### src/rtl/bc_pkg.sv
// Types and constants for the barometer compensation block.
// Used by the front, queue, back pipeline, top level and checker.
package bc_pkg;

  localparam int unsigned RAW_W     = 24;
  localparam int unsigned CAL_W     = 16;
  localparam int unsigned DT_W      = 25;
  localparam int unsigned TEMP_W    = 19;
  localparam int unsigned PRESS_W   = 32;
  localparam int unsigned REG_IDX_W = 3;

  // Cycles from the accepting edge to the edge that takes the result.
  localparam int unsigned BC_LATENCY = 10;

  localparam logic signed [TEMP_W-1:0] TEMP_BASE = 19'sd2000;
  localparam logic signed [TEMP_W-1:0] TEMP_COLD = -19'sd1500;
  localparam logic signed [TEMP_W-1:0] TEMP_MIN  = -19'sd129070;
  localparam logic signed [TEMP_W-1:0] TEMP_MAX  = 19'sd133070;

  typedef enum logic [REG_IDX_W-1:0] {
    REG_C1 = 3'd0,
    REG_C2 = 3'd1,
    REG_C3 = 3'd2,
    REG_C4 = 3'd3,
    REG_C5 = 3'd4,
    REG_C6 = 3'd5
  } bc_reg_t;

  typedef struct packed {
    logic [CAL_W-1:0] c1;
    logic [CAL_W-1:0] c2;
    logic [CAL_W-1:0] c3;
    logic [CAL_W-1:0] c4;
    logic [CAL_W-1:0] c5;
    logic [CAL_W-1:0] c6;
  } bc_cal_t;

  typedef struct packed {
    logic        [RAW_W-1:0] d1;
    logic signed [DT_W-1:0]  dt;
  } bc_entry_t;

  typedef struct packed {
    logic      valid;
    bc_entry_t entry;
  } bc_push_t;

  typedef struct packed {
    logic full;
    logic empty;
  } bc_qstat_t;

endpackage

### src/rtl/bc_queue.sv
// Short queue between the front end and the compensation pipeline.
// Depends on bc_pkg for the entry and status types.
module bc_queue import bc_pkg::*; #(
  parameter int unsigned DEPTH = 2
) (
  input  logic      clk,
  input  logic      rst,
  input  bc_push_t  push,
  input  logic      pop,
  output bc_entry_t head,
  output bc_qstat_t qstat
);

  localparam int unsigned PTR_W = (DEPTH > 1) ? $clog2(DEPTH) : 1;
  localparam int unsigned CNT_W = $clog2(DEPTH + 1);

  bc_entry_t          mem [DEPTH];
  logic [PTR_W-1:0]   wr_ptr;
  logic [PTR_W-1:0]   rd_ptr;
  logic [CNT_W-1:0]   count;
  logic               do_push;
  logic               do_pop;

  assign qstat.full  = (count == CNT_W'(DEPTH));
  assign qstat.empty = (count == '0);
  assign do_push     = push.valid && !qstat.full;
  assign do_pop      = pop && !qstat.empty;
  assign head        = mem[rd_ptr];

  always_ff @(posedge clk) begin
    if (do_push) begin
      mem[wr_ptr] <= push.entry;
    end
  end

  always_ff @(posedge clk) begin
    if (rst) begin
      wr_ptr <= '0;
      rd_ptr <= '0;
      count  <= '0;
    end else begin
      if (do_push) begin
        wr_ptr <= (wr_ptr == PTR_W'(DEPTH - 1)) ? '0 : wr_ptr + 1'b1;
      end
      if (do_pop) begin
        rd_ptr <= (rd_ptr == PTR_W'(DEPTH - 1)) ? '0 : rd_ptr + 1'b1;
      end
      if (do_push && !do_pop) begin
        count <= count + 1'b1;
      end else if (do_pop && !do_push) begin
        count <= count - 1'b1;
      end
    end
  end

endmodule

### config.mk
export PLATFORM = sky130hd
export DESIGN_NAME = bc_queue
export DESIGN_NICKNAME = d
export VERILOG_FILES = /design/src/rtl/bc_pkg.sv /design/src/rtl/bc_queue.sv
export SDC_FILE = /design/constraint.sdc
export NUM_CORES = 1
export LEC_CHECK = 0
export BUFFER_PORTS_ARGS = -buffer_cell sky130_fd_sc_hd__buf_2
export CORE_MARGIN = 2
export CORE_UTILIZATION = 51
export CTS_CLUSTER_SIZE = 12
export DETAILED_ROUTE_END_ITERATION = 6
export GPL_ROUTABILITY_DRIVEN = 0
export PLACE_DENSITY = 0.88
export SLEW_MARGIN = 10
export SYNTH_ARGS = -nofsm -noshare
export SYNTH_HDL_FRONTEND = slang
export SYNTH_SLANG_ARGS = --single-unit
### constraint.sdc
create_clock -name clk -period 2.4 [get_ports clk]
set_input_delay 0.24 -clock clk [delete_from_list [all_inputs] [get_ports clk]]
set_output_delay 0.24 -clock clk [all_outputs]
set_load 0.05 [all_outputs]
==> flow_summary.json <==
{
  "worstReg2RegEnd": "mem[0][36]",
  "vias": 1943,
  "num_rows": 31,
  "skew_ps": 7.77,
  "grt_pass1_wl_um": 9520,
  "antenna_found_initial": 0,
  "min_path_cells": 1,
  "status": "finished, final reports clean",
  "r2r-start": "count[1]",
  "cts_root_buf": "clkbuf_8",
  "p_leak_uw": 0.00173,
  "end_kind": "output pin",
  "synth_top_area_share_pct": 78.6,
  "dpl.hpwl_um": 4090,
  "grt_pass1_vias": 2046,
  "pwr-share-comb_pct": 37.8,
  "htree_levels": 3,
  "clock.fmax_ghz": 0.537,
  "clock_latency_ps": 350,
  "critPathLaunchType": "flop",
  "syn_inst": 177,
  "ys_seq_area_share_pct": 81.2,
  "post_cts_buffers": 0,
  "ff2ff_path_depth": 4,
  "synth_seq_cells": 103,
  "power_frac_seq_pct": 42.1,
  "place_ws_ps": 797,
  "first_pass_iters": 4,
  "wire_per_inst_um": 15.4,
  "min_from": "push[41]",
  "finalCriticalPeriod_ps": 1860,
  "synth_top_area_cell": "edfxtp_1",
  "finalCritPeriodShare_pct": 77.6,
  "drv_cap": 0,
  "tightest_slew_ps": 424,
  "antenna-diode-count": 0,
  "synth_edf_count": 98,
  "setup_viol": 0,
  "clockBufferDepth": 2,
  "swShare_pct": 38.0,
  "fin_nets": 346,
  "die_h_um": 89.7,
  "totalWireLength_um": 6100,
  "setup_ws_ps": 538,
  "grt.total_usage_pct": 15.5,
  "cts_buffers": 9,
  "tns_ps": 0,
  "hold_buffers": 0,
  "initial_core_util_pct": 52.2,
  "ys.warnings.count": 0,
  "crit_required_ps": 2160,
  "rsz0062_at_grt": "false",
  "internal-power_uw": 3430,
  "ant_nets": 0,
  "dieArea_um2": 8050,
  "slew-limit-headroom_pct": 71.7,
  "postSynthAreaPerCell_um2": 21.2,
  "drc": 0,
  "clkPwrFrac_pct": 20.1,
  "cts-resized-gates": 0,
  "synth_most_common_cell": "edfxtp_1",
  "ys_top_cells_by_area": "edfxtp_1 79%, mux2_2 15%, dfxtp_1 2.7%",
  "die_w_um": 89.7,
  "areaGrowthSynthToFinish_pct": 22.9,
  "power.density_nw_per_um2": 1200,
  "switching_power_uw": 2100,
  "async_flop_share_pct": 0,
  "grt_overflow": 0,
  "vias_per_cell": 4.91,
  "slew_viol_final": 0,
  "synth_ff_type": "edfxtp_1",
  "syn_nets": 231,
  "regToRegSetupSlack_ps": 800,
  "yosys-top-cells-count": "98 x edfxtp_1, 49 x mux2_2, 5 x dfxtp_1, 5 x nor2_1",
  "hold_violations": 0,
  "path_class": "flop to output pin",
  "io_pins": 104,
  "hold_path_end": "mem[1][41]",
  "hp-class": "input pin to flop",
  "core_area_um2": 7180,
  "clk_pin_slew_worst_paths_ps": 90,
  "arrival_ps": 1620,
  "dr.first_iter.drc_count": 94,
  "clock_sinks": 103,
  "synth_cell_type_count": 15,
  "cts_tree": "built",
  "max-vdd-ir-drop_mv": 0.769,
  "drive_gt1_share_pct": 58.6,
  "synth_area_um2": 3750,
  "grt_max_degree": 31,
  "portBuffers": 103,
  "cp_max_fo": 27
}
-- cell usage in the layout (no fill, tap or decap), types with 3 or more instances in the layout --
cell type and instances:
buf_2 103, edfxtp_1 98, mux2_2 49, clkbuf_8 9, buf_4 6, nor2_1 5, clkbuf_1 4, dfxtp_1 4
o21ai_0 3, xor2_1 3
-- worst max-delay path: stages (launching register included) --
cell and delay (ps):
dfxtp_2 330, buf_4 330, mux2_2 390, buf_2 210
-- routing by layer --
layer	vias to the layer above	GRT usage, %	share of wire, %	wire length [µm]
met3	12	4.78	6.0	364
met1	939	17.7	40	2460
met4	0	7.44	1.7	102
met5	-	0	0	0
met2	72	26.8	52	3170
li1	920	-	-	-
-- kinds of logic (layout without fill, tap and decap cells) --
family	after synthesis	count (layout)	synth area share (%)
flops	103	103	81.2
mux	49	49	14.7
simple gates	9	9	1.24
buf+inv	7	127	1.10
compound gates	5	5	0.668
xor+xnor	3	3	0.702
fa+ha+maj	1	1	0.334
-- layout make-up --
cell class / count / area (µm²)
clock buffers: 13 / 139
clock inverters: 3 / 67.6
fillers: 520 / 2570
inverters: 2 / 7.51
multi-input cells: 67 / 663
flip-flops and latches: 103 / 3040
well taps: 99 / 124
repair buffers: 109 / 561
-- state kept, by name (all words and copies together) (netlist names), named ones only --
signal  count
mem        98
count       2
rd_ptr      1
wr_ptr      1
-- through the flow --
step	cell area (µm²)	instances	power, µW	hold slack, ps	util, %
4_1_cts	4610	396	5580	59.5	64.2
6_report	4610	396	5530	72.5	64.2
3_5_place_dp	4400	380	4470	431	61.3
5_1_grt	4610	396	5750	54.3	64.2
2_1_floorplan	3750	177	4030	309	-
3_3_place_gp	4400	380	4430	428	61.3
-- worst max-delay path by stage --
| stage | start | to | slack, ps | cells past startpoint |
|---|---|---|---|---|
| detailed placement | count[1] | mem[0][44] | 800 | 4 |
| floorplan | count[1] | mem[1][0] | 80 | 3 |
| finish | flop | head[31] | 540 | 3 |
| global route | flop | head[33] | 460 | 3 |
| CTS | flop | head[33] | 510 | 3 |
| global placement | count[1] | mem[0][25] | 840 | 4 |
-- power by group through the flow --
stage                     Clock [µW]  Combinational, µW  Sequential [µW]
final                           1110               2090             2330
after global routing            1210               2190             2350
after CTS                       1140               2110             2330
after detailed placement           0               2100             2370
after global placement             0               2080             2350
after floorplan                    0               1670             2360
(Power assumes the default switching activity.)
