## src/rtl/bc_pkg.sv

```systemverilog
// Types and constants for the barometer compensation block.
// Used by the front, queue, back pipeline, top level and checker.
package bc_pkg;

  localparam int unsigned RAW_W     = 24;
  localparam int unsigned CAL_W     = 16;
  localparam int unsigned DT_W      = 25;
  localparam int unsigned TEMP_W    = 19;
  localparam int unsigned PRESS_W   = 32;
  localparam int unsigned REG_IDX_W = 3;

  // Cycles from the accepting edge to the edge that takes the result.
  localparam int unsigned BC_LATENCY = 10;

  localparam logic signed [TEMP_W-1:0] TEMP_BASE = 19'sd2000;
  localparam logic signed [TEMP_W-1:0] TEMP_COLD = -19'sd1500;
  localparam logic signed [TEMP_W-1:0] TEMP_MIN  = -19'sd129070;
  localparam logic signed [TEMP_W-1:0] TEMP_MAX  = 19'sd133070;

  typedef enum logic [REG_IDX_W-1:0] {
    REG_C1 = 3'd0,
    REG_C2 = 3'd1,
    REG_C3 = 3'd2,
    REG_C4 = 3'd3,
    REG_C5 = 3'd4,
    REG_C6 = 3'd5
  } bc_reg_t;

  typedef struct packed {
    logic [CAL_W-1:0] c1;
    logic [CAL_W-1:0] c2;
    logic [CAL_W-1:0] c3;
    logic [CAL_W-1:0] c4;
    logic [CAL_W-1:0] c5;
    logic [CAL_W-1:0] c6;
  } bc_cal_t;

  typedef struct packed {
    logic        [RAW_W-1:0] d1;
    logic signed [DT_W-1:0]  dt;
  } bc_entry_t;

  typedef struct packed {
    logic      valid;
    bc_entry_t entry;
  } bc_push_t;

  typedef struct packed {
    logic full;
    logic empty;
  } bc_qstat_t;

endpackage

```

## src/rtl/bc_front.sv

```systemverilog
// Front end: takes the start handshake, forms the temperature difference
// and pushes the item into the queue. Depends on bc_pkg.
module bc_front import bc_pkg::*; (
  input  logic             rst,
  input  logic             start,
  output logic             busy,
  input  logic [RAW_W-1:0] raw_pressure,
  input  logic [RAW_W-1:0] raw_temperature,
  input  logic [CAL_W-1:0] ref_temp,
  input  bc_qstat_t        qstat,
  output bc_push_t         push
);

  logic signed [DT_W-1:0] dt;

  // dT = D2 - C5 * 256, exact in 25 bits
  assign dt = $signed({1'b0, raw_temperature}) - $signed({1'b0, ref_temp, 8'b0});

  assign busy           = rst || qstat.full;
  assign push.valid     = start && !busy;
  assign push.entry.d1  = raw_pressure;
  assign push.entry.dt  = dt;

endmodule

```

## config.mk

```make
export PLATFORM = sky130hd
export DESIGN_NAME = bc_front
export DESIGN_NICKNAME = d
export VERILOG_FILES = /design/src/rtl/bc_pkg.sv /design/src/rtl/bc_front.sv
export SDC_FILE = /design/constraint.sdc
export NUM_CORES = 1
export LEC_CHECK = 0
export BUFFER_PORTS_ARGS = -buffer_cell sky130_fd_sc_hd__buf_2
export CAP_MARGIN = 10
export CORE_ASPECT_RATIO = 1.1
export CORE_MARGIN = 1.5
export CORE_UTILIZATION = 38
export DETAILED_ROUTE_END_ITERATION = 6
export GPL_ROUTABILITY_DRIVEN = 0
export MAX_ROUTING_LAYER = met4
export PLACE_DENSITY = 0.82
export SKIP_LAST_GASP = 1
export SYNTH_ARGS = -nofsm -noshare
export SYNTH_HDL_FRONTEND = slang
export SYNTH_SLANG_ARGS = --single-unit
```

## constraint.sdc

```tcl
create_clock -name vclk -period 2
set_input_delay 0 -clock vclk [all_inputs]
set_output_delay 0 -clock vclk [all_outputs]
set_load 0.02 [all_outputs]
```

==> impl_results.html, run 1 <==
<table>
<tr><th>Metric</th><th>Value</th></tr>
<tr><th colspan="2">Outcome</th></tr>
<tr><td>Outcome</td><td>complete, no violations</td></tr>
<tr><th colspan="2">STA</th></tr>
<tr><td>Worst hold margin</td><td>0.00881 ps</td></tr>
<tr><td>Setup repair after global routing missed its margin</td><td>no</td></tr>
<tr><td>Final Hold Vio Count</td><td>0</td></tr>
<tr><td>Highest clock frequency the design can meet</td><td>543 MHz</td></tr>
<tr><td>Setup Total Neg Slack</td><td>0 ps</td></tr>
<tr><td>Count of endpoints failing setup in the final report</td><td>0</td></tr>
<tr><td>Number of max-slew violations in the final report</td><td>0</td></tr>
<tr><td>Fraction of the cycle the final worst path needs</td><td>0.920</td></tr>
<tr><td>Relative slew slack</td><td>0.782</td></tr>
<tr><td>Actual slew at the worst max-slew pin</td><td>322 ps</td></tr>
<tr><td>Shortest period the worst path allows</td><td>1840 ps</td></tr>
<tr><th colspan="2">Critical path</th></tr>
<tr><td>Worst path most repeated cell</td><td>sky130_fd_sc_hd__buf_2</td></tr>
<tr><td>WP data arrival</td><td>1840 ps</td></tr>
<tr><td>Type of element launching the critical path</td><td>input pin</td></tr>
<tr><td>Biggest cell delay along the critical path</td><td>430 ps</td></tr>
<tr><td>Highest-delay cell along the critical path</td><td>sky130_fd_sc_hd__fa_1</td></tr>
<tr><td>Required time of the critical path</td><td>2000 ps</td></tr>
<tr><td>Worst Setup End Kind</td><td>output port</td></tr>
<tr><td>CP Class</td><td>input pin to output port</td></tr>
<tr><td>Worst-path cell chain</td><td>buf_2 -&gt; inv_1 -&gt; ha_1 -&gt; fa_1 -&gt; nor2b_4 -&gt; o2111a_2 -&gt; o311ai_4 -&gt; nand4_1 -&gt; or3b_1 -&gt; buf_2</td></tr>
<tr><td>Maximum net fanout on the critical path</td><td>4</td></tr>
<tr><th colspan="2">Placement</th></tr>
<tr><td>Total placed cells including tap cells</td><td>219</td></tr>
<tr><td>Detailed-placement wirelength estimate</td><td>2020 um</td></tr>
<tr><td>Input/output buffers</td><td>54</td></tr>
<tr><th colspan="2">Die</th></tr>
<tr><td>Die area</td><td>3420 um2</td></tr>
<tr><td>Die height</td><td>61.2 um</td></tr>
<tr><td>Die boundary width</td><td>55.9 um</td></tr>
<tr><td>Placement row count</td><td>20</td></tr>
<tr><td>I/O pin count</td><td>119</td></tr>
<tr><td>Core Box Area</td><td>2850 um2</td></tr>
<tr><td>Starting Density</td><td>0.411</td></tr>
<tr><th colspan="2">Detailed routing</th></tr>
<tr><td>Pre-Repair DR Iteration Count</td><td>4</td></tr>
<tr><td>Post-DRT Antenna Nets</td><td>0</td></tr>
<tr><td>Via count</td><td>1117</td></tr>
<tr><td>Highest metal layer used by the detailed router</td><td>met4</td></tr>
<tr><td>Met2 wire length</td><td>1140 um</td></tr>
<tr><td>Number of remaining DRC errors</td><td>0</td></tr>
<tr><td>Initial detailed-routing violation count</td><td>22</td></tr>
<tr><td>Mean number of vias per cell</td><td>5.10</td></tr>
<tr><td>Met1 wire length</td><td>981 um</td></tr>
<tr><td>Final Routed Wirelength</td><td>2270 um</td></tr>
<tr><td>Met3 Wirelength</td><td>146 um</td></tr>
<tr><td>Detail-routed net length per standard cell</td><td>10.4 um</td></tr>
<tr><th colspan="2">Pwr</th></tr>
<tr><td>Combinational share of power</td><td>1.000</td></tr>
<tr><td>Switching power summed over all nets</td><td>276 uW</td></tr>
<tr><td>Total internal power</td><td>199 uW</td></tr>
<tr><td>Sequential group share of total power</td><td>0</td></tr>
<tr><td>Proportion of power drawn by the clock network</td><td>0</td></tr>
<tr><td>Highest ir drop seen on vdd</td><td>0.179 mV</td></tr>
<tr><td>Overall power of the completed layout</td><td>475 uW</td></tr>
<tr><td>Power per unit of standard cell area</td><td>386 nW/um2</td></tr>
<tr><td>Pleak</td><td>0.702 nW</td></tr>
<tr><td>Switching power as a share of total power</td><td>0.581</td></tr>
<tr><th colspan="2">Global route</th></tr>
<tr><td>Antenna violations before repair</td><td>0</td></tr>
<tr><td>Final global-route overflow total</td><td>0</td></tr>
<tr><td>First-pass GRT wire length</td><td>3740 um</td></tr>
<tr><td>Maximum number of pins on one net before global-route repair</td><td>11</td></tr>
<tr><td>Number of global-route vias before repair</td><td>948</td></tr>
<tr><td>Total Routing Usage GR</td><td>0.130</td></tr>
<tr><th colspan="2">Clock tree</th></tr>
<tr><td># Post-CTS Setup Buffers</td><td>0</td></tr>
<tr><td>Hold buffer count at CTS</td><td>0</td></tr>
<tr><td>Resized Gates After CTS</td><td>0</td></tr>
<tr><th colspan="2">Final layout</th></tr>
<tr><td>Utilization after layout</td><td>0.432</td></tr>
<tr><td>Combined flip-flop and latch cell area</td><td>0 um2</td></tr>
<tr><td>Net total in the final layout</td><td>273</td></tr>
<tr><td>Number of clock buffers in the layout</td><td>0</td></tr>
<tr><td>Number of non-filler instances in the completed layout</td><td>219</td></tr>
<tr><td>Ant diodes</td><td>0</td></tr>
<tr><td>Seq_cells</td><td>0</td></tr>
<tr><td>Area growth, synth to finish</td><td>5.13%</td></tr>
<tr><td>Share of layout cells above drive strength 1</td><td>0.317</td></tr>
<tr><th colspan="2">Yosys</th></tr>
<tr><td>Post-synth net total</td><td>252</td></tr>
<tr><td>Total number of yosys warnings</td><td>0</td></tr>
<tr><td>Post-synthesis cell count</td><td>167</td></tr>
<tr><td>Sequential element share of the synthesized area</td><td>0</td></tr>
<tr><td>Synthesized area divided by synthesized cell count</td><td>7.01 um2</td></tr>
<tr><td>Combined area of all synthesized cells</td><td>1170 um2</td></tr>
<tr><td>Count of unique library cells instantiated by Yosys</td><td>39</td></tr>
<tr><th colspan="2">Flow run</th></tr>
<tr><td>Maximum Capacitance Violations</td><td>0</td></tr>
<tr><th colspan="2">Hold path</th></tr>
<tr><td>Worst hold path class</td><td>input pin to output port</td></tr>
<tr><td>Number of cells on the worst hold path</td><td>0</td></tr>
</table>
path summary, 6_finish.rpt:
kind	startpoint	end	slack, ps
hold / removal	raw_pressure[11]	push[36]	0.009
setup / recovery	raw_temperature[8]	push[22]	160
cell families (layout without fill, tap and decap cells):
kind of cell | count (synthesis) | in the layout | synth area share
compound gates | 38 | 38 | 0.231
simple gates | 43 | 43 | 0.205
fa+ha+maj | 17 | 17 | 0.188
xor+xnor | 11 | 11 | 0.0823
mux | 1 | 1 | 0.00855
buf+inv | 57 | 76 | 0.285
cell type report:
cell class	count	area [um2]
timing repair buffer	54	270
inverter	22	82.6
tap	33	41.3
multi-input combinational	110	837
fill	327	1620
critical path: cells and delay by family:
family / cells / cell delay [ps]
fa+ha+maj: 2 / 630
simple gates: 3 / 560
compound gates: 2 / 370
buf+inv: 3 / 260
layout by cell type (no fill, tap or decap), types with 2 or more instances in the layout:
master                     netlist  layout
sky130_fd_sc_hd__nor2b_1         4       4
sky130_fd_sc_hd__or3_1           2       2
sky130_fd_sc_hd__o311ai_0        2       2
sky130_fd_sc_hd__and3_1          3       3
sky130_fd_sc_hd__o21ai_1         2       2
sky130_fd_sc_hd__nor4_1          2       2
sky130_fd_sc_hd__nor3_1          3       3
sky130_fd_sc_hd__a21o_1          4       4
sky130_fd_sc_hd__nand4_1         2       2
sky130_fd_sc_hd__nand2_1         6       6
sky130_fd_sc_hd__a21oi_1        14      14
sky130_fd_sc_hd__xor2_1          2       2
sky130_fd_sc_hd__o21ai_0         4       4
sky130_fd_sc_hd__ha_1           16      16
sky130_fd_sc_hd__buf_2           0      54
sky130_fd_sc_hd__o31a_1          3       3
sky130_fd_sc_hd__nand2b_1        5       5
sky130_fd_sc_hd__inv_1          22      22
sky130_fd_sc_hd__xnor2_1         9       9
sky130_fd_sc_hd__nor2_1          9       9
synthesized netlist by cell type, types with 2 or more instances:
library cell,count,area share
sky130_fd_sc_hd__buf_4,32,0.21
sky130_fd_sc_hd__inv_1,22,0.071
sky130_fd_sc_hd__ha_1,16,0.17
sky130_fd_sc_hd__a21oi_1,14,0.060
sky130_fd_sc_hd__nor2_1,9,0.029
sky130_fd_sc_hd__xnor2_1,9,0.067
sky130_fd_sc_hd__nand2_1,6,0.019
sky130_fd_sc_hd__nand2b_1,5,0.027
sky130_fd_sc_hd__a21o_1,4,0.026
sky130_fd_sc_hd__nor2b_1,4,0.021
sky130_fd_sc_hd__o21ai_0,4,0.017
sky130_fd_sc_hd__and3_1,3,0.016
sky130_fd_sc_hd__clkbuf_1,3,0.0096
sky130_fd_sc_hd__nor3_1,3,0.013
sky130_fd_sc_hd__o31a_1,3,0.022
sky130_fd_sc_hd__nand4_1,2,0.011
sky130_fd_sc_hd__nor4_1,2,0.011
sky130_fd_sc_hd__o21ai_1,2,0.0085
sky130_fd_sc_hd__o311ai_0,2,0.015
sky130_fd_sc_hd__or3_1,2,0.011
sky130_fd_sc_hd__xor2_1,2,0.015
metrics by stage:
step                setup WS (ps)  cell area (um2)
floorplan                     248             1170
global placement              170             1230
detailed placement            152             1230
CTS                           151             1230
global route                 38.4             1230
finish                        159             1230
per-layer routing:
metal | track usage | up-vias
met4 | 0.0170 | 0
li1 | - | 587
met2 | 0.238 | 34
met1 | 0.161 | 494
met5 | - | -
met3 | 0.0147 | 2
power by group through the flow:
stage          logic [mW]  clock network [mW]  registers, mW
6_report            0.475                   0              0
3_3_place_gp        0.472                   0              0
2_1_floorplan       0.431                   0              0
4_1_cts             0.480                   0              0
3_5_place_dp        0.479                   0              0
5_1_grt             0.524                   0              0
Note: power is estimated with default switching activity, not from simulation.
==> inputs of run 2 (changes only) <==
==> config.mk (replaced) <==
export PLATFORM = sky130hd
export DESIGN_NAME = bc_front
export DESIGN_NICKNAME = d
export VERILOG_FILES = /design/src/rtl/bc_pkg.sv /design/src/rtl/bc_front.sv
export SDC_FILE = /design/constraint.sdc
export NUM_CORES = 1
export LEC_CHECK = 0
export CAP_MARGIN = 10
export CORE_ASPECT_RATIO = 1.1
export CORE_MARGIN = 5
export CORE_UTILIZATION = 50
export DETAILED_ROUTE_END_ITERATION = 6
export DONT_BUFFER_PORTS = 1
export GPL_ROUTABILITY_DRIVEN = 0
export MAX_ROUTING_LAYER = met4
export PLACE_DENSITY = 0.62
export SKIP_LAST_GASP = 1
export SYNTH_ARGS = -nofsm -noshare
export SYNTH_HDL_FRONTEND = slang
export SYNTH_SLANG_ARGS = --single-unit
==> impl_results.html, run 2 (same netlist as run 1, synthesis figures left out) <==
<table>
<tr><th>Metric</th><th>Value</th></tr>
<tr><th colspan="2">Outcome</th></tr>
<tr><td>Outcome</td><td>complete, no violations</td></tr>
<tr><th colspan="2">Global route</th></tr>
<tr><td>Total Routing Usage GR</td><td>0.138</td></tr>
<tr><td>Final global-route overflow total</td><td>0</td></tr>
<tr><td>Antenna violations before repair</td><td>0</td></tr>
<tr><td>Number of global-route vias before repair</td><td>940</td></tr>
<tr><td>Maximum number of pins on one net before global-route repair</td><td>11</td></tr>
<tr><td>First-pass GRT wire length</td><td>3970 um</td></tr>
<tr><th colspan="2">Final layout</th></tr>
<tr><td>Net total in the final layout</td><td>222</td></tr>
<tr><td>Number of non-filler instances in the completed layout</td><td>165</td></tr>
<tr><td>Ant diodes</td><td>0</td></tr>
<tr><td>Leading cell types in the layout, fill and taps excluded</td><td>22 x sky130_fd_sc_hd__inv_1, 16 x sky130_fd_sc_hd__ha_1, 14 x sky130_fd_sc_hd__a21oi_1, 9 x sky130_fd_sc_hd__nor2_1, 9 x sky130_fd_sc_hd__xnor2_1</td></tr>
<tr><td>Utilization after layout</td><td>0.435</td></tr>
<tr><td>Count of fill cells added during filler insertion</td><td>253</td></tr>
<tr><td>Most common library cell in the layout ignoring fill and taps</td><td>sky130_fd_sc_hd__inv_1</td></tr>
<tr><td>Share of layout cells above drive strength 1</td><td>0.0593</td></tr>
<tr><td>Number of clock buffers in the layout</td><td>0</td></tr>
<tr><td>Area of the multi-input gates</td><td>837 um2</td></tr>
<tr><td>Area growth, synth to finish</td><td>-16.3%</td></tr>
<tr><td>Combined flip-flop and latch cell area</td><td>0 um2</td></tr>
<tr><td>Seq_cells</td><td>0</td></tr>
<tr><td>Fin area</td><td>980 um2</td></tr>
<tr><th colspan="2">Die</th></tr>
<tr><td>Starting Density</td><td>0.520</td></tr>
<tr><td>Die area</td><td>3410 um2</td></tr>
<tr><td>I/O pin count</td><td>119</td></tr>
<tr><td>Placement row count</td><td>18</td></tr>
<tr><td>Die boundary width</td><td>56.1 um</td></tr>
<tr><td>Die height</td><td>60.8 um</td></tr>
<tr><td>Core Box Area</td><td>2250 um2</td></tr>
<tr><th colspan="2">Critical path</th></tr>
<tr><td>CP Class</td><td>input pin to output port</td></tr>
<tr><td>Highest-delay cell along the critical path</td><td>sky130_fd_sc_hd__or3b_1</td></tr>
<tr><td>Maximum net fanout on the critical path</td><td>4</td></tr>
<tr><td>Type of element launching the critical path</td><td>input pin</td></tr>
<tr><td>Required time of the critical path</td><td>2000 ps</td></tr>
<tr><td>WP data arrival</td><td>1740 ps</td></tr>
<tr><td>Biggest cell delay along the critical path</td><td>460 ps</td></tr>
<tr><td>Worst Setup End Kind</td><td>output port</td></tr>
<tr><td>Worst-path cell chain</td><td>inv_1 -&gt; ha_1 -&gt; fa_1 -&gt; nor2b_4 -&gt; o2111a_2 -&gt; o311ai_4 -&gt; nand4_1 -&gt; or3b_1</td></tr>
<tr><td>Critical path buffers and inverters</td><td>1</td></tr>
<tr><td>Family with the most delay on the worst path</td><td>simple AND/OR/NAND/NOR gates</td></tr>
<tr><td>First element of the critical path</td><td>raw_temperature[8]</td></tr>
<tr><th colspan="2">Pwr</th></tr>
<tr><td>Pleak</td><td>0.504 nW</td></tr>
<tr><td>Sequential group share of total power</td><td>0</td></tr>
<tr><td>Switching power as a share of total power</td><td>0.645</td></tr>
<tr><td>Proportion of power drawn by the clock network</td><td>0</td></tr>
<tr><td>Total internal power</td><td>143 uW</td></tr>
<tr><td>Overall power of the completed layout</td><td>404 uW</td></tr>
<tr><td>Combinational share of power</td><td>1.000</td></tr>
<tr><td>Power per unit of standard cell area</td><td>412 nW/um2</td></tr>
<tr><td>Switching power summed over all nets</td><td>260 uW</td></tr>
<tr><td>Highest ir drop seen on vdd</td><td>0.209 mV</td></tr>
<tr><th colspan="2">Detailed routing</th></tr>
<tr><td>Post-DRT Antenna Nets</td><td>0</td></tr>
<tr><td>Detail-routed net length per standard cell</td><td>15.1 um</td></tr>
<tr><td>Mean number of vias per cell</td><td>5.73</td></tr>
<tr><td>Final Routed Wirelength</td><td>2490 um</td></tr>
<tr><td>Number of remaining DRC errors</td><td>0</td></tr>
<tr><td>Initial detailed-routing violation count</td><td>18</td></tr>
<tr><td>Via count</td><td>946</td></tr>
<tr><td>Pre-Repair DR Iteration Count</td><td>4</td></tr>
<tr><th colspan="2">Clock tree</th></tr>
<tr><td># Post-CTS Setup Buffers</td><td>0</td></tr>
<tr><td>Hold buffer count at CTS</td><td>0</td></tr>
<tr><td>Resized Gates After CTS</td><td>0</td></tr>
<tr><th colspan="2">STA</th></tr>
<tr><td>Setup repair after global routing missed its margin</td><td>no</td></tr>
<tr><td>Worst Slack Setup Final</td><td>257 ps</td></tr>
<tr><td>Fraction of the cycle the final worst path needs</td><td>0.871</td></tr>
<tr><td>Setup Total Neg Slack</td><td>0 ps</td></tr>
<tr><td>Count of endpoints failing setup in the final report</td><td>0</td></tr>
<tr><td>Number of max-slew violations in the final report</td><td>0</td></tr>
<tr><td>Actual slew at the worst max-slew pin</td><td>511 ps</td></tr>
<tr><td>Final Hold Vio Count</td><td>0</td></tr>
<tr><td>Worst hold margin</td><td>0.00883 ps</td></tr>
<tr><td>Highest clock frequency the design can meet</td><td>574 MHz</td></tr>
<tr><td>Shortest period the worst path allows</td><td>1740 ps</td></tr>
<tr><td>Relative slew slack</td><td>0.657</td></tr>
<tr><th colspan="2">Hold path</th></tr>
<tr><td>Startpoint of the worst hold path</td><td>raw_pressure[0]</td></tr>
<tr><td>Worst hold path class</td><td>input pin to output port</td></tr>
<tr><td>Sink of the worst hold path</td><td>push[25]</td></tr>
<tr><td>Number of cells on the worst hold path</td><td>0</td></tr>
<tr><th colspan="2">Flow run</th></tr>
<tr><td>Maximum Capacitance Violations</td><td>0</td></tr>
<tr><th colspan="2">Placement</th></tr>
<tr><td>Detailed-placement wirelength estimate</td><td>2150 um</td></tr>
<tr><td>DP Area</td><td>980 um2</td></tr>
<tr><td>Input/output buffers</td><td>0</td></tr>
<tr><td>Total placed cells including tap cells</td><td>165</td></tr>
<tr><td>Post-placement setup slack</td><td>252 ps</td></tr>
</table>
run 2: worst max-delay path by stage:
stage / end / cells past startpoint
detailed placement: push[22] / 8
global placement: push[22] / 8
global route: push[20] / 9
finish: push[22] / 8
CTS: push[22] / 8
floorplan: push[20] / 8
run 2: power by group through the flow:
| stage | registers (mW) | logic (mW) | clock network [mW] |
|---|---|---|---|
| 3_5_place_dp | 0 | 0.404 | 0 |
| 3_3_place_gp | 0 | 0.398 | 0 |
| 5_1_grt | 0 | 0.444 | 0 |
| 4_1_cts | 0 | 0.407 | 0 |
| 6_report | 0 | 0.404 | 0 |
| 2_1_floorplan | 0 | 0.431 | 0 |
run 2: metal layers:
layer  vias up  wire (um)  global-route usage
met5         -          0                   -
met4         0         17              0.0169
met3         6        222              0.0511
met2        54       1180               0.249
met1       403       1070               0.152
li1        483          -                   -
run 2: area by class of cell:
type	instances	share of cell area
multi-input combinational	110	0.854
inverter	22	0.0843
tap	30	0.0383
timing repair buffer	3	0.0230
